<file path="config.mk">
export PLATFORM = sky130hd
export DESIGN_NAME = whole_word_delete_filter_flat
export DESIGN_NICKNAME = d
export VERILOG_FILES = /design/src/design/wwd_pkg.sv /design/src/design/wwd_if.sv /design/src/design/wwd_front.sv /design/src/design/wwd_queue.sv /design/src/design/wwd_back.sv /design/src/design/whole_word_delete_filter.sv /design/src/flat_wrapper.sv
export SDC_FILE = /design/constraint.sdc
export NUM_CORES = 1
export LEC_CHECK = 0
export BUFFER_PORTS_ARGS = -buffer_cell sky130_fd_sc_hd__buf_2
export CORE_ASPECT_RATIO = 0.6
export CORE_MARGIN = 4
export CORE_UTILIZATION = 35
export DETAILED_ROUTE_END_ITERATION = 6
export SYNTH_ARGS = -nofsm -noshare
export SYNTH_HDL_FRONTEND = slang
export SYNTH_SLANG_ARGS = --single-unit
</file>
<file path="constraint.sdc">
create_clock -name clk -period 8.4 [get_ports clk]
set_input_delay 0.42 -clock clk [delete_from_list [all_inputs] [get_ports clk]]
set_output_delay 0.42 -clock clk [all_outputs]
set_load 0.05 [all_outputs]
</file>
<file path="src/design/wwd_pkg.sv">
// Shared types and constants for the whole-word delete filter.
package wwd_pkg;

  localparam int MAX_WORD_DEF = 32;
  localparam int KEY_BYTES    = 32;
  localparam int QUEUE_DEPTH  = 2;
  localparam int CFG_IDX_W    = 3;
  localparam int CFG_DATA_W   = 64;

  localparam logic [7:0] SEP_CHAR = 8'd32;

  localparam logic [CFG_IDX_W-1:0] REG_KEY_LEN    = 3'd0;
  localparam logic [CFG_IDX_W-1:0] REG_KEY_CHARS0 = 3'd1;
  localparam logic [CFG_IDX_W-1:0] REG_KEY_CHARS1 = 3'd2;
  localparam logic [CFG_IDX_W-1:0] REG_KEY_CHARS2 = 3'd3;
  localparam logic [CFG_IDX_W-1:0] REG_KEY_CHARS3 = 3'd4;

  // One request from the front part to the back part.
  typedef struct packed {
    logic       app;    // append ch to the word store
    logic       sep;    // emit a separating space first
    logic       flush;  // emit the buffered word
    logic       tail;   // emit ch after the buffered word
    logic       clr;    // empty the word store when done
    logic       last;   // closes the line
    logic [7:0] ch;
  } cmd_t;

endpackage

</file>
<file path="src/design/wwd_if.sv">
// Handshake channels: text input, result output and configuration writes.
interface wwd_in_if;
  logic       valid;
  logic       ready;
  logic [7:0] in_char;
  logic       line_last;
  modport source (output valid, in_char, line_last, input ready);
  modport sink (input valid, in_char, line_last, output ready);
endinterface

interface wwd_out_if;
  logic       valid;
  logic       ready;
  logic [7:0] out_char;
  logic       char_valid;
  logic       line_end;
  logic       last_of_run;
  modport source (output valid, out_char, char_valid, line_end, last_of_run, input ready);
  modport sink (input valid, out_char, char_valid, line_end, last_of_run, output ready);
endinterface

interface wwd_cfg_if;
  logic                           valid;
  logic                           ready;
  logic [wwd_pkg::CFG_IDX_W-1:0]  index;
  logic [wwd_pkg::CFG_DATA_W-1:0] data;
  modport source (output valid, index, data, input ready);
  modport sink (input valid, index, data, output ready);
endinterface

</file>
<file path="src/design/wwd_front.sv">
// Front part: keyword registers, word tracking and request classification.
module wwd_front #(
  parameter int MAX_WORD = wwd_pkg::MAX_WORD_DEF
) (
  input  logic           clk,
  input  logic           rst,
  wwd_in_if.sink         in_ch,
  wwd_cfg_if.sink        cfg,
  output logic           push_valid,
  input  logic           push_ready,
  output wwd_pkg::cmd_t  push_data
);
  import wwd_pkg::*;

  localparam int CntW = $clog2(MAX_WORD + 1);

  logic [5:0]       key_len;
  logic [3:0][63:0] key_chars;
  logic [CntW-1:0]  wc;
  logic             sm;
  logic             pt;
  logic             we;

  logic [CntW-1:0]  wc_next;
  logic             sm_next;
  logic             pt_next;
  logic             we_next;
  cmd_t             cmd;
  logic [6:0]       wc7;
  logic [6:0]       wct7;
  logic [7:0]       key_byte;
  logic             byte_ok;
  logic             match;
  logic             accept;

  function automatic logic [7:0] fold(input logic [7:0] c);
    fold = (c >= 8'd65 && c <= 8'd90) ? c + 8'd32 : c;
  endfunction

  assign cfg.ready    = 1'b1;
  assign in_ch.ready  = push_ready;
  assign push_valid   = in_ch.valid;
  assign push_data    = cmd;
  assign accept       = in_ch.valid && push_ready;

  assign wc7      = 7'(wc);
  assign key_byte = key_chars[wc7[4:3]][{wc7[2:0], 3'b000} +: 8];
  assign byte_ok  = (wc7 < {1'b0, key_len}) && (wc7 < 7'(KEY_BYTES)) &&
                    (fold(in_ch.in_char) == fold(key_byte));

  always_comb begin
    cmd      = '0;
    cmd.ch   = in_ch.in_char;
    cmd.last = in_ch.line_last;
    wc_next  = wc;
    sm_next  = sm;
    pt_next  = pt;
    we_next  = we;
    match    = 1'b0;
    wct7     = 7'd0;
    if (in_ch.in_char != SEP_CHAR) begin
      if (pt) begin
        cmd.tail = 1'b1;
      end else if (wc == CntW'(MAX_WORD)) begin
        cmd.sep   = we;
        cmd.flush = 1'b1;
        cmd.tail  = 1'b1;
        cmd.clr   = 1'b1;
        pt_next   = 1'b1;
        wc_next   = '0;
        sm_next   = 1'b0;
        we_next   = 1'b1;
      end else begin
        cmd.app = 1'b1;
        sm_next = sm && byte_ok;
        wc_next = wc + 1'b1;
      end
    end
    if (in_ch.in_char == SEP_CHAR || in_ch.line_last) begin
      cmd.clr = 1'b1;
      wct7    = 7'(wc_next);
      match   = sm_next && (key_len != 6'd0) && (key_len <= 6'(KEY_BYTES)) &&
                (wct7 == {1'b0, key_len});
      if (!pt_next && wc_next != '0 && !match) begin
        cmd.sep   = we_next;
        cmd.flush = 1'b1;
        we_next   = 1'b1;
      end
      wc_next = '0;
      sm_next = 1'b1;
      pt_next = 1'b0;
    end
    if (in_ch.line_last) begin
      we_next = 1'b0;
    end
  end

  always_ff @(posedge clk) begin
    if (rst) begin
      wc <= '0;
      sm <= 1'b1;
      pt <= 1'b0;
      we <= 1'b0;
    end else if (accept) begin
      wc <= wc_next;
      sm <= sm_next;
      pt <= pt_next;
      we <= we_next;
    end
  end

  always_ff @(posedge clk) begin
    if (rst) begin
      key_len   <= '0;
      key_chars <= '0;
    end else if (cfg.valid) begin
      unique case (cfg.index)
        REG_KEY_LEN:    key_len      <= cfg.data[5:0];
        REG_KEY_CHARS0: key_chars[0] <= cfg.data;
        REG_KEY_CHARS1: key_chars[1] <= cfg.data;
        REG_KEY_CHARS2: key_chars[2] <= cfg.data;
        REG_KEY_CHARS3: key_chars[3] <= cfg.data;
        default: ;
      endcase
    end
  end

  a_wc_bound: assert property (@(posedge clk) disable iff (rst)
    wc <= CntW'(MAX_WORD)) else $error("word count beyond buffer");
  a_pt_no_match: assert property (@(posedge clk) disable iff (rst)
    pt |-> (!sm && wc == '0)) else $error("pass-through word still matching");

endmodule

</file>
<file path="src/design/wwd_queue.sv">
// Short request queue between the front and back parts.
module wwd_queue (
  input  logic           clk,
  input  logic           rst,
  input  logic           push_valid,
  output logic           push_ready,
  input  wwd_pkg::cmd_t  push_data,
  output logic           pop_valid,
  input  logic           pop_ready,
  output wwd_pkg::cmd_t  pop_data
);
  import wwd_pkg::*;

  localparam int PtrW = (QUEUE_DEPTH > 1) ? $clog2(QUEUE_DEPTH) : 1;
  localparam int CntW = $clog2(QUEUE_DEPTH + 1);

  cmd_t            slots [QUEUE_DEPTH];
  logic [PtrW-1:0] wr_ptr;
  logic [PtrW-1:0] rd_ptr;
  logic [CntW-1:0] count;
  logic            do_push;
  logic            do_pop;

  assign push_ready = count != CntW'(QUEUE_DEPTH);
  assign pop_valid  = count != '0;
  assign pop_data   = slots[rd_ptr];
  assign do_push    = push_valid && push_ready;
  assign do_pop     = pop_valid && pop_ready;

  always_ff @(posedge clk) begin
    if (do_push) begin
      slots[wr_ptr] <= push_data;
    end
  end

  always_ff @(posedge clk) begin
    if (rst) begin
      wr_ptr <= '0;
      rd_ptr <= '0;
      count  <= '0;
    end else begin
      if (do_push) begin
        wr_ptr <= (wr_ptr == PtrW'(QUEUE_DEPTH - 1)) ? '0 : wr_ptr + 1'b1;
      end
      if (do_pop) begin
        rd_ptr <= (rd_ptr == PtrW'(QUEUE_DEPTH - 1)) ? '0 : rd_ptr + 1'b1;
      end
      if (do_push && !do_pop) begin
        count <= count + 1'b1;
      end else if (do_pop && !do_push) begin
        count <= count - 1'b1;
      end
    end
  end

endmodule

</file>
<file path="src/design/wwd_back.sv">
// Back part: word store and result sequencer with output register.
module wwd_back #(
  parameter int MAX_WORD = wwd_pkg::MAX_WORD_DEF
) (
  input  logic           clk,
  input  logic           rst,
  input  logic           pop_valid,
  output logic           pop_ready,
  input  wwd_pkg::cmd_t  pop_data,
  wwd_out_if.source      out_ch
);
  import wwd_pkg::*;

  localparam int CntW = $clog2(MAX_WORD + 1);
  localparam int IdxW = (MAX_WORD > 1) ? $clog2(MAX_WORD) : 1;

  typedef enum logic [3:0] {
    S_IDLE  = 4'b0001,
    S_DISP  = 4'b0010,
    S_FLUSH = 4'b0100,
    S_TAIL  = 4'b1000
  } state_t;

  logic [7:0]      store [MAX_WORD];
  logic [7:0]      rd_data;
  state_t          state;
  state_t          state_next;
  cmd_t            cmd;
  cmd_t            cmd_next;
  logic [CntW-1:0] cnt;
  logic [CntW-1:0] cnt_next;
  logic [CntW-1:0] pos;
  logic [CntW-1:0] pos_next;
  logic [IdxW-1:0] rd_addr;
  logic            wr_en;
  logic            out_free;
  logic            emit;
  logic [7:0]      e_char;
  logic            e_valid;
  logic            e_last;
  logic            finish;
  logic            at_end;

  logic            ov;
  logic [7:0]      o_char;
  logic            o_valid;
  logic            o_line_end;
  logic            o_last;

  assign out_free  = !ov || out_ch.ready;
  assign pop_ready = state == S_IDLE;
  assign wr_en     = (state == S_IDLE) && pop_valid && pop_data.app;
  assign rd_addr   = pos_next[IdxW-1:0];
  assign at_end    = (pos + 1'b1) == cnt;

  always_comb begin
    state_next = state;
    cmd_next   = cmd;
    cnt_next   = cnt;
    pos_next   = pos;
    emit       = 1'b0;
    e_char     = '0;
    e_valid    = 1'b0;
    e_last     = 1'b0;
    finish     = 1'b0;
    unique case (state)
      S_IDLE: begin
        pos_next = '0;
        if (pop_valid) begin
          cmd_next   = pop_data;
          state_next = S_DISP;
          if (pop_data.app) begin
            cnt_next = cnt + 1'b1;
          end
        end
      end
      S_DISP: begin
        if (cmd.sep) begin
          if (out_free) begin
            emit    = 1'b1;
            e_char  = SEP_CHAR;
            e_valid = 1'b1;
            e_last  = !cmd.flush && !cmd.tail;
            if (cmd.flush) begin
              state_next = S_FLUSH;
            end else if (cmd.tail) begin
              state_next = S_TAIL;
            end else begin
              finish = 1'b1;
            end
          end
        end else if (cmd.flush) begin
          state_next = S_FLUSH;
        end else if (cmd.tail) begin
          state_next = S_TAIL;
        end else if (cmd.last) begin
          if (out_free) begin
            emit   = 1'b1;
            e_last = 1'b1;
            finish = 1'b1;
          end
        end else begin
          finish = 1'b1;
        end
      end
      S_FLUSH: begin
        if (out_free) begin
          emit    = 1'b1;
          e_char  = rd_data;
          e_valid = 1'b1;
          e_last  = at_end && !cmd.tail;
          if (at_end) begin
            if (cmd.tail) begin
              state_next = S_TAIL;
            end else begin
              finish = 1'b1;
            end
          end else begin
            pos_next = pos + 1'b1;
          end
        end
      end
      S_TAIL: begin
        if (out_free) begin
          emit    = 1'b1;
          e_char  = cmd.ch;
          e_valid = 1'b1;
          e_last  = 1'b1;
          finish  = 1'b1;
        end
      end
      default: state_next = S_IDLE;
    endcase
    if (finish) begin
      state_next = S_IDLE;
      if (cmd.clr) begin
        cnt_next = '0;
      end
    end
  end

  always_ff @(posedge clk) begin
    if (wr_en) begin
      store[cnt[IdxW-1:0]] <= pop_data.ch;
    end
    rd_data <= store[rd_addr];
  end

  always_ff @(posedge clk) begin
    cmd <= cmd_next;
    if (emit) begin
      o_char     <= e_char;
      o_valid    <= e_valid;
      o_line_end <= e_last && cmd.last;
      o_last     <= e_last;
    end
  end

  always_ff @(posedge clk) begin
    if (rst) begin
      state <= S_IDLE;
      cnt   <= '0;
      pos   <= '0;
      ov    <= 1'b0;
    end else begin
      state <= state_next;
      cnt   <= cnt_next;
      pos   <= pos_next;
      if (emit) begin
        ov <= 1'b1;
      end else if (out_ch.ready) begin
        ov <= 1'b0;
      end
    end
  end

  assign out_ch.valid       = ov;
  assign out_ch.out_char    = o_char;
  assign out_ch.char_valid  = o_valid;
  assign out_ch.line_end    = o_line_end;
  assign out_ch.last_of_run = o_last;

  a_pos_in_word: assert property (@(posedge clk) disable iff (rst)
    (state == S_FLUSH) |-> (pos < cnt)) else $error("flush beyond buffered word");
  a_end_is_last: assert property (@(posedge clk) disable iff (rst)
    (ov && o_line_end) |-> o_last) else $error("line end not on last result");
  a_marker_ends: assert property (@(posedge clk) disable iff (rst)
    (ov && !o_valid) |-> (o_line_end && o_char == '0)) else $error("stray bare marker");

endmodule

</file>
<file path="src/design/whole_word_delete_filter.sv">
// Top level of the whole-word delete filter.
//
//  channel  role    payload
//  in_ch    sink    in_char, line_last
//  out_ch   source  out_char, char_valid, line_end, last_of_run
//  cfg      sink    index, data (always ready)
//
// The back sequencer takes each request from IDLE through DISP, which sends any
// separating space, then FLUSH for the buffered word and TAIL for a byte passed
// straight through; a 2-entry queue lets the front keep taking bytes while a
// flush runs.
// Reset (rst, synchronous) clears control state and keyword registers; the
// word store is not cleared. Output stalls hold the output register.
module whole_word_delete_filter #(
  parameter int MAX_WORD = wwd_pkg::MAX_WORD_DEF
) (
  input  logic       clk,
  input  logic       rst,
  wwd_in_if.sink     in_ch,
  wwd_out_if.source  out_ch,
  wwd_cfg_if.sink    cfg
);
  import wwd_pkg::*;

  logic push_valid;
  logic push_ready;
  cmd_t push_data;
  logic pop_valid;
  logic pop_ready;
  cmd_t pop_data;

  wwd_front #(.MAX_WORD(MAX_WORD)) u_front (
    .clk        (clk),
    .rst        (rst),
    .in_ch      (in_ch),
    .cfg        (cfg),
    .push_valid (push_valid),
    .push_ready (push_ready),
    .push_data  (push_data)
  );

  wwd_queue u_queue (
    .clk        (clk),
    .rst        (rst),
    .push_valid (push_valid),
    .push_ready (push_ready),
    .push_data  (push_data),
    .pop_valid  (pop_valid),
    .pop_ready  (pop_ready),
    .pop_data   (pop_data)
  );

  wwd_back #(.MAX_WORD(MAX_WORD)) u_back (
    .clk       (clk),
    .rst       (rst),
    .pop_valid (pop_valid),
    .pop_ready (pop_ready),
    .pop_data  (pop_data),
    .out_ch    (out_ch)
  );

endmodule

</file>
<file path="src/flat_wrapper.sv">
// flat-port wrapper written by rule: the top's interface ports become plain ports
module whole_word_delete_filter_flat import wwd_pkg::*;
#(
  parameter int MAX_WORD = wwd_pkg::MAX_WORD_DEF
)
  (clk, rst, in_ch_valid, in_ch_in_char, in_ch_line_last, in_ch_ready, out_ch_valid, out_ch_out_char, out_ch_char_valid, out_ch_line_end, out_ch_last_of_run, out_ch_ready, cfg_valid, cfg_index, cfg_data, cfg_ready);
  wwd_in_if in_ch_i ();
  wwd_out_if out_ch_i ();
  wwd_cfg_if cfg_i ();
  input  logic clk;
  input  logic rst;
  input wire logic [$bits(in_ch_i.valid)-1:0] in_ch_valid;
  input wire logic [$bits(in_ch_i.in_char)-1:0] in_ch_in_char;
  input wire logic [$bits(in_ch_i.line_last)-1:0] in_ch_line_last;
  output wire logic [$bits(in_ch_i.ready)-1:0] in_ch_ready;
  output wire logic [$bits(out_ch_i.valid)-1:0] out_ch_valid;
  output wire logic [$bits(out_ch_i.out_char)-1:0] out_ch_out_char;
  output wire logic [$bits(out_ch_i.char_valid)-1:0] out_ch_char_valid;
  output wire logic [$bits(out_ch_i.line_end)-1:0] out_ch_line_end;
  output wire logic [$bits(out_ch_i.last_of_run)-1:0] out_ch_last_of_run;
  input wire logic [$bits(out_ch_i.ready)-1:0] out_ch_ready;
  input wire logic [$bits(cfg_i.valid)-1:0] cfg_valid;
  input wire logic [$bits(cfg_i.index)-1:0] cfg_index;
  input wire logic [$bits(cfg_i.data)-1:0] cfg_data;
  output wire logic [$bits(cfg_i.ready)-1:0] cfg_ready;
  assign in_ch_i.valid = in_ch_valid;
  assign in_ch_i.in_char = in_ch_in_char;
  assign in_ch_i.line_last = in_ch_line_last;
  assign in_ch_ready = in_ch_i.ready;
  assign out_ch_valid = out_ch_i.valid;
  assign out_ch_out_char = out_ch_i.out_char;
  assign out_ch_char_valid = out_ch_i.char_valid;
  assign out_ch_line_end = out_ch_i.line_end;
  assign out_ch_last_of_run = out_ch_i.last_of_run;
  assign out_ch_i.ready = out_ch_ready;
  assign cfg_i.valid = cfg_valid;
  assign cfg_i.index = cfg_index;
  assign cfg_i.data = cfg_data;
  assign cfg_ready = cfg_i.ready;
  whole_word_delete_filter #(.MAX_WORD(MAX_WORD)) u_core (.clk(clk), .rst(rst), .in_ch(in_ch_i), .out_ch(out_ch_i), .cfg(cfg_i));
endmodule
</file>
==> summary.txt <==
Timing
  – Setup TNS: 0 ns
  – Max-slew violation count: 0
  – Endpoints failing setup: 0
  – Fin crit share: 59.6%
  – Tmin final: 5.00 ns
  – Worst-Margin Slew: 1.32 ns
  – Max Freq: 200 MHz
  – Hold WS: 0.0652 ns
  – Final hold violations: 0
  – Skew final: 0.0215 ns
  – Unrepaired setup endpoints after global routing: no
  – Worst slew margin: 11.8%
  – Final WS setup: 3.40 ns

Worst setup path
  – Critical path arrival: 5.55 ns
  – CP max stage cell: a2111oi_0
  – Setup slack, reg-to-reg: 3.40 ns
  – Most used cell, CP: xnor2_1
  – CP Class: flop to flop
  – Critical path capture point type: flop
  – Peak per-stage delay on the critical path: 0.84 ns
  – Worst path required time: 8.95 ns
  – Max FO, Critical Path: 48
  – CP cell instances: ha_1 -> nand3_1 -> xnor2_1 -> xnor2_1 -> a41oi_2 -> mux2i_4 -> buf_4 -> mux2i_1 -> a32o_1 -> a2111oi_0 -> a311oi_1 -> a21oi_1
  – Startpoint types: flop

Drt
  – Number of remaining DRC errors: 0
  – Via Count: 18500
  – Antenna Nets Post-Route: 0
  – Routed WL: 72900 um
  – DRT iter0 DRCs: 2073
  – Average vias per placed instance: 5.44
  – Routed length per instance: 21.4 um
  – DR pass1 iterations: 6

Layout
  – Layout cells sized above 1: 12.3%
  – Nets: 2470
  – Fin cells: 3400
  – Fillers: 6761
  – Layout area overhead: 12.1%
  – Final Instance Area: 28700 sq um

Logic synthesis
  – Simple-gate share of the synthesized area: 14.2%
  – Top-count cell post-synth: nand2_1
  – Yosys warns: 0
  – Post-synthesis async set-or-reset flop share: 0%
  – Mux contribution to synthesized area: 9.37%
  – Post-synth EDFFs: 308
  – Synthesized Nets: 2455
  – Synth Flop Type: edfxtp_1
  – Avg Synthesized Cell Area: 10.9 sq um
  – FF+latch count, synth: 609
  – Post-synthesis sequential area ratio: 59.6%
  – Post-synth top cells: nand2_1 (652), edfxtp_1 (308), dfxtp_1 (301)
  – Post-synthesis xor/xnor area fraction: 1.34%
  – Largest family of logic cells by synthesized area: simple AND/OR/NAND/NOR gates
  – Netlist cell types: 73
  – Synth area leaders: edfxtp_1 (36%), dfxtp_1 (24%), nand2_1 (9.5%)
  – Compound-Gate Fraction of Synth Area: 11.6%
  – Area share of the largest cell type after synthesis: 36.1%
  – Synth Area in Adders: 0.732%
  – Synthesized instance count: 2359
  – Synthesized area: 25600 sq um
  – Yosys top cell by area: edfxtp_1

Placement
  – DP Area: 26900 sq um
  – # port buffers: 93
  – Dpl cells: 3288
  – Hpwl dp: 45200 um
  – Post-place setup slack: 3.33 ns
  – Gpl congestion: 0.839

CTS
  – Reg clk slew, reported paths: 0.06 ns
  – Setup Fix Bufs, Post-CTS: 0
  – Clock Tree Buf Depth: 3
  – CTS Buf Count: 59
  – Cells resized by post-CTS repair: 0
  – Skew-Pair Late Insertion Delay: 0.62 ns
  – Count of clock tree sinks: 609
  – CTS Root Cell: clkbuf_16
  – CTS H-tree lvls: 2
  – CTS tree: done
  – Hold-fix buffers, CTS: 0

Power
  – Peak VDD IR: 167 uV
  – P_leak: 9.31 nW
  – PwrDens: 235 nW/um^2

Global route
  – Initial antenna violation count: 12
  – First-pass GRT wire length: 110000 um
  – Pin count of the biggest net entering global routing: 117
  – Number of global-route vias before repair: 17600
  – Tot GR Track Use: 18.2%
  – GRT overflow: 0

Floorplan
  – Row cnt: 76
  – Die X-Extent: 357 um
  – Core area: 72200 sq um
  – Die area: 77800 sq um
  – Vert. Die Dim: 218 um
  – Initial Utilization: 35.5%
  – Io pins: 95

Job
  – Max_cap viols: 0

Run status
  – Status: complete, no violations

Hold path
  – HP Class: input pin to flop
## per-layer routing
metal	up-vias	GRT usage, %	routed length (um)	share of wire [%]
li1	8481	-	-	-
met5	-	0	0	0
met3	84	4.24	7080	9.7
met4	0	3.88	1110	1.5
met2	788	26.6	31200	43
met1	9157	27.5	33500	46
## power by group
group	switching (W)	internal [W]
clock network	0.00113	0.00148
registers	0.000101	0.00339
logic	0.000479	0.000171
total	0.00171	0.00504
## state kept, by name (all words and copies together), names as in the netlist, named ones only
| name | count |
|---|---|
| u_core.u_back.out_ch.out_char | 8 |
| u_core.u_back.out_ch.line_end | 1 |
| u_core.u_back.state | 4 |
| u_core.u_back.cnt | 6 |
| u_core.u_back.out_ch.valid | 1 |
| u_core.u_queue.wr_ptr | 1 |
| u_core.u_back.rd_data | 8 |
| u_core.u_front.we | 1 |
| u_core.u_front.key_len | 6 |
| u_core.u_front.sm | 1 |
| u_core.u_queue.count | 2 |
| u_core.u_queue.slots | 28 |
| u_core.u_back.pos | 6 |
| u_core.u_back.cmd | 13 |
| u_core.u_front.key_chars | 256 |
| u_core.u_back.store | 256 |
| u_core.u_back.out_ch.char_valid | 1 |
| u_core.u_queue.rd_ptr | 1 |
| u_core.u_front.pt | 1 |
| u_core.u_back.out_ch.last_of_run | 1 |
| u_core.u_front.wc | 6 |
## through the flow
step / total power (W) / util (%)
after floorplan: 0.00390 / -
after global routing: 0.00700 / 39.8
final: 0.00675 / 39.8
after global placement: 0.00417 / 37.2
after CTS: 0.00680 / 39.8
after detailed placement: 0.00420 / 37.2
## worst paths after layout
check,from,endpoint,cells after the start
max reg2reg,u_core.u_back.pos[0],u_core.u_back.rd_data[0],12
min,cfg_data[8],u_core.u_front.key_chars[200],3
max,u_core.u_back.pos[0],u_core.u_back.rd_data[0],12
min reg2reg,u_core.u_front.key_chars[216],u_core.u_front.key_chars[216],2
## final cells by class
cell class / count / area [sq um] / share of cell area (%)
sequential: 609 / 15300 / 53.2
multi-input combinational: 1567 / 9630 / 33.5
clock buffer: 83 / 1640 / 5.69
tap: 975 / 1220 / 4.25
timing repair buffer: 117 / 654 / 2.28
clock inverter: 26 / 235 / 0.819
inverter: 20 / 75.1 / 0.261
antenna: 3 / 7.51 / 0.0261
## cells by family after synthesis
group,count (synthesis)
and+or+nand+nor,873
DFF,609
AOI/OAI and AO/OA,483
buffers and inverters,183
muxes,159
xor gates and xnor gates,36
adders and majority gates,15
other,1
## placed cells by master (no fill, tap or decap), types with 20 or more instances in the layout
| cell type | n |
|---|---|
| buf_2 | 92 |
| mux4_2 | 48 |
| dfxtp_1 | 299 |
| and2_1 | 38 |
| nand2_1 | 652 |
| nor2_1 | 91 |
| a31oi_1 | 25 |
| a21oi_1 | 295 |
| clkbuf_16 | 59 |
| mux2_2 | 24 |
| inv_1 | 20 |
| a211oi_1 | 33 |
| xor2_1 | 20 |
| buf_4 | 24 |
| mux2i_1 | 74 |
| edfxtp_1 | 308 |
## worst max-delay path: cells and delay by family (launching register included)
family | cells | cell delay, ns
simple gates | 1 | 0.13
mux | 2 | 0.58
compound gates | 5 | 2.27
xor+xnor | 2 | 0.44
flops | 1 | 0.57
buf+inv | 1 | 0.59
fa+ha+maj | 1 | 0.35
No activity file was read; power rests on OpenSTA's default activity.
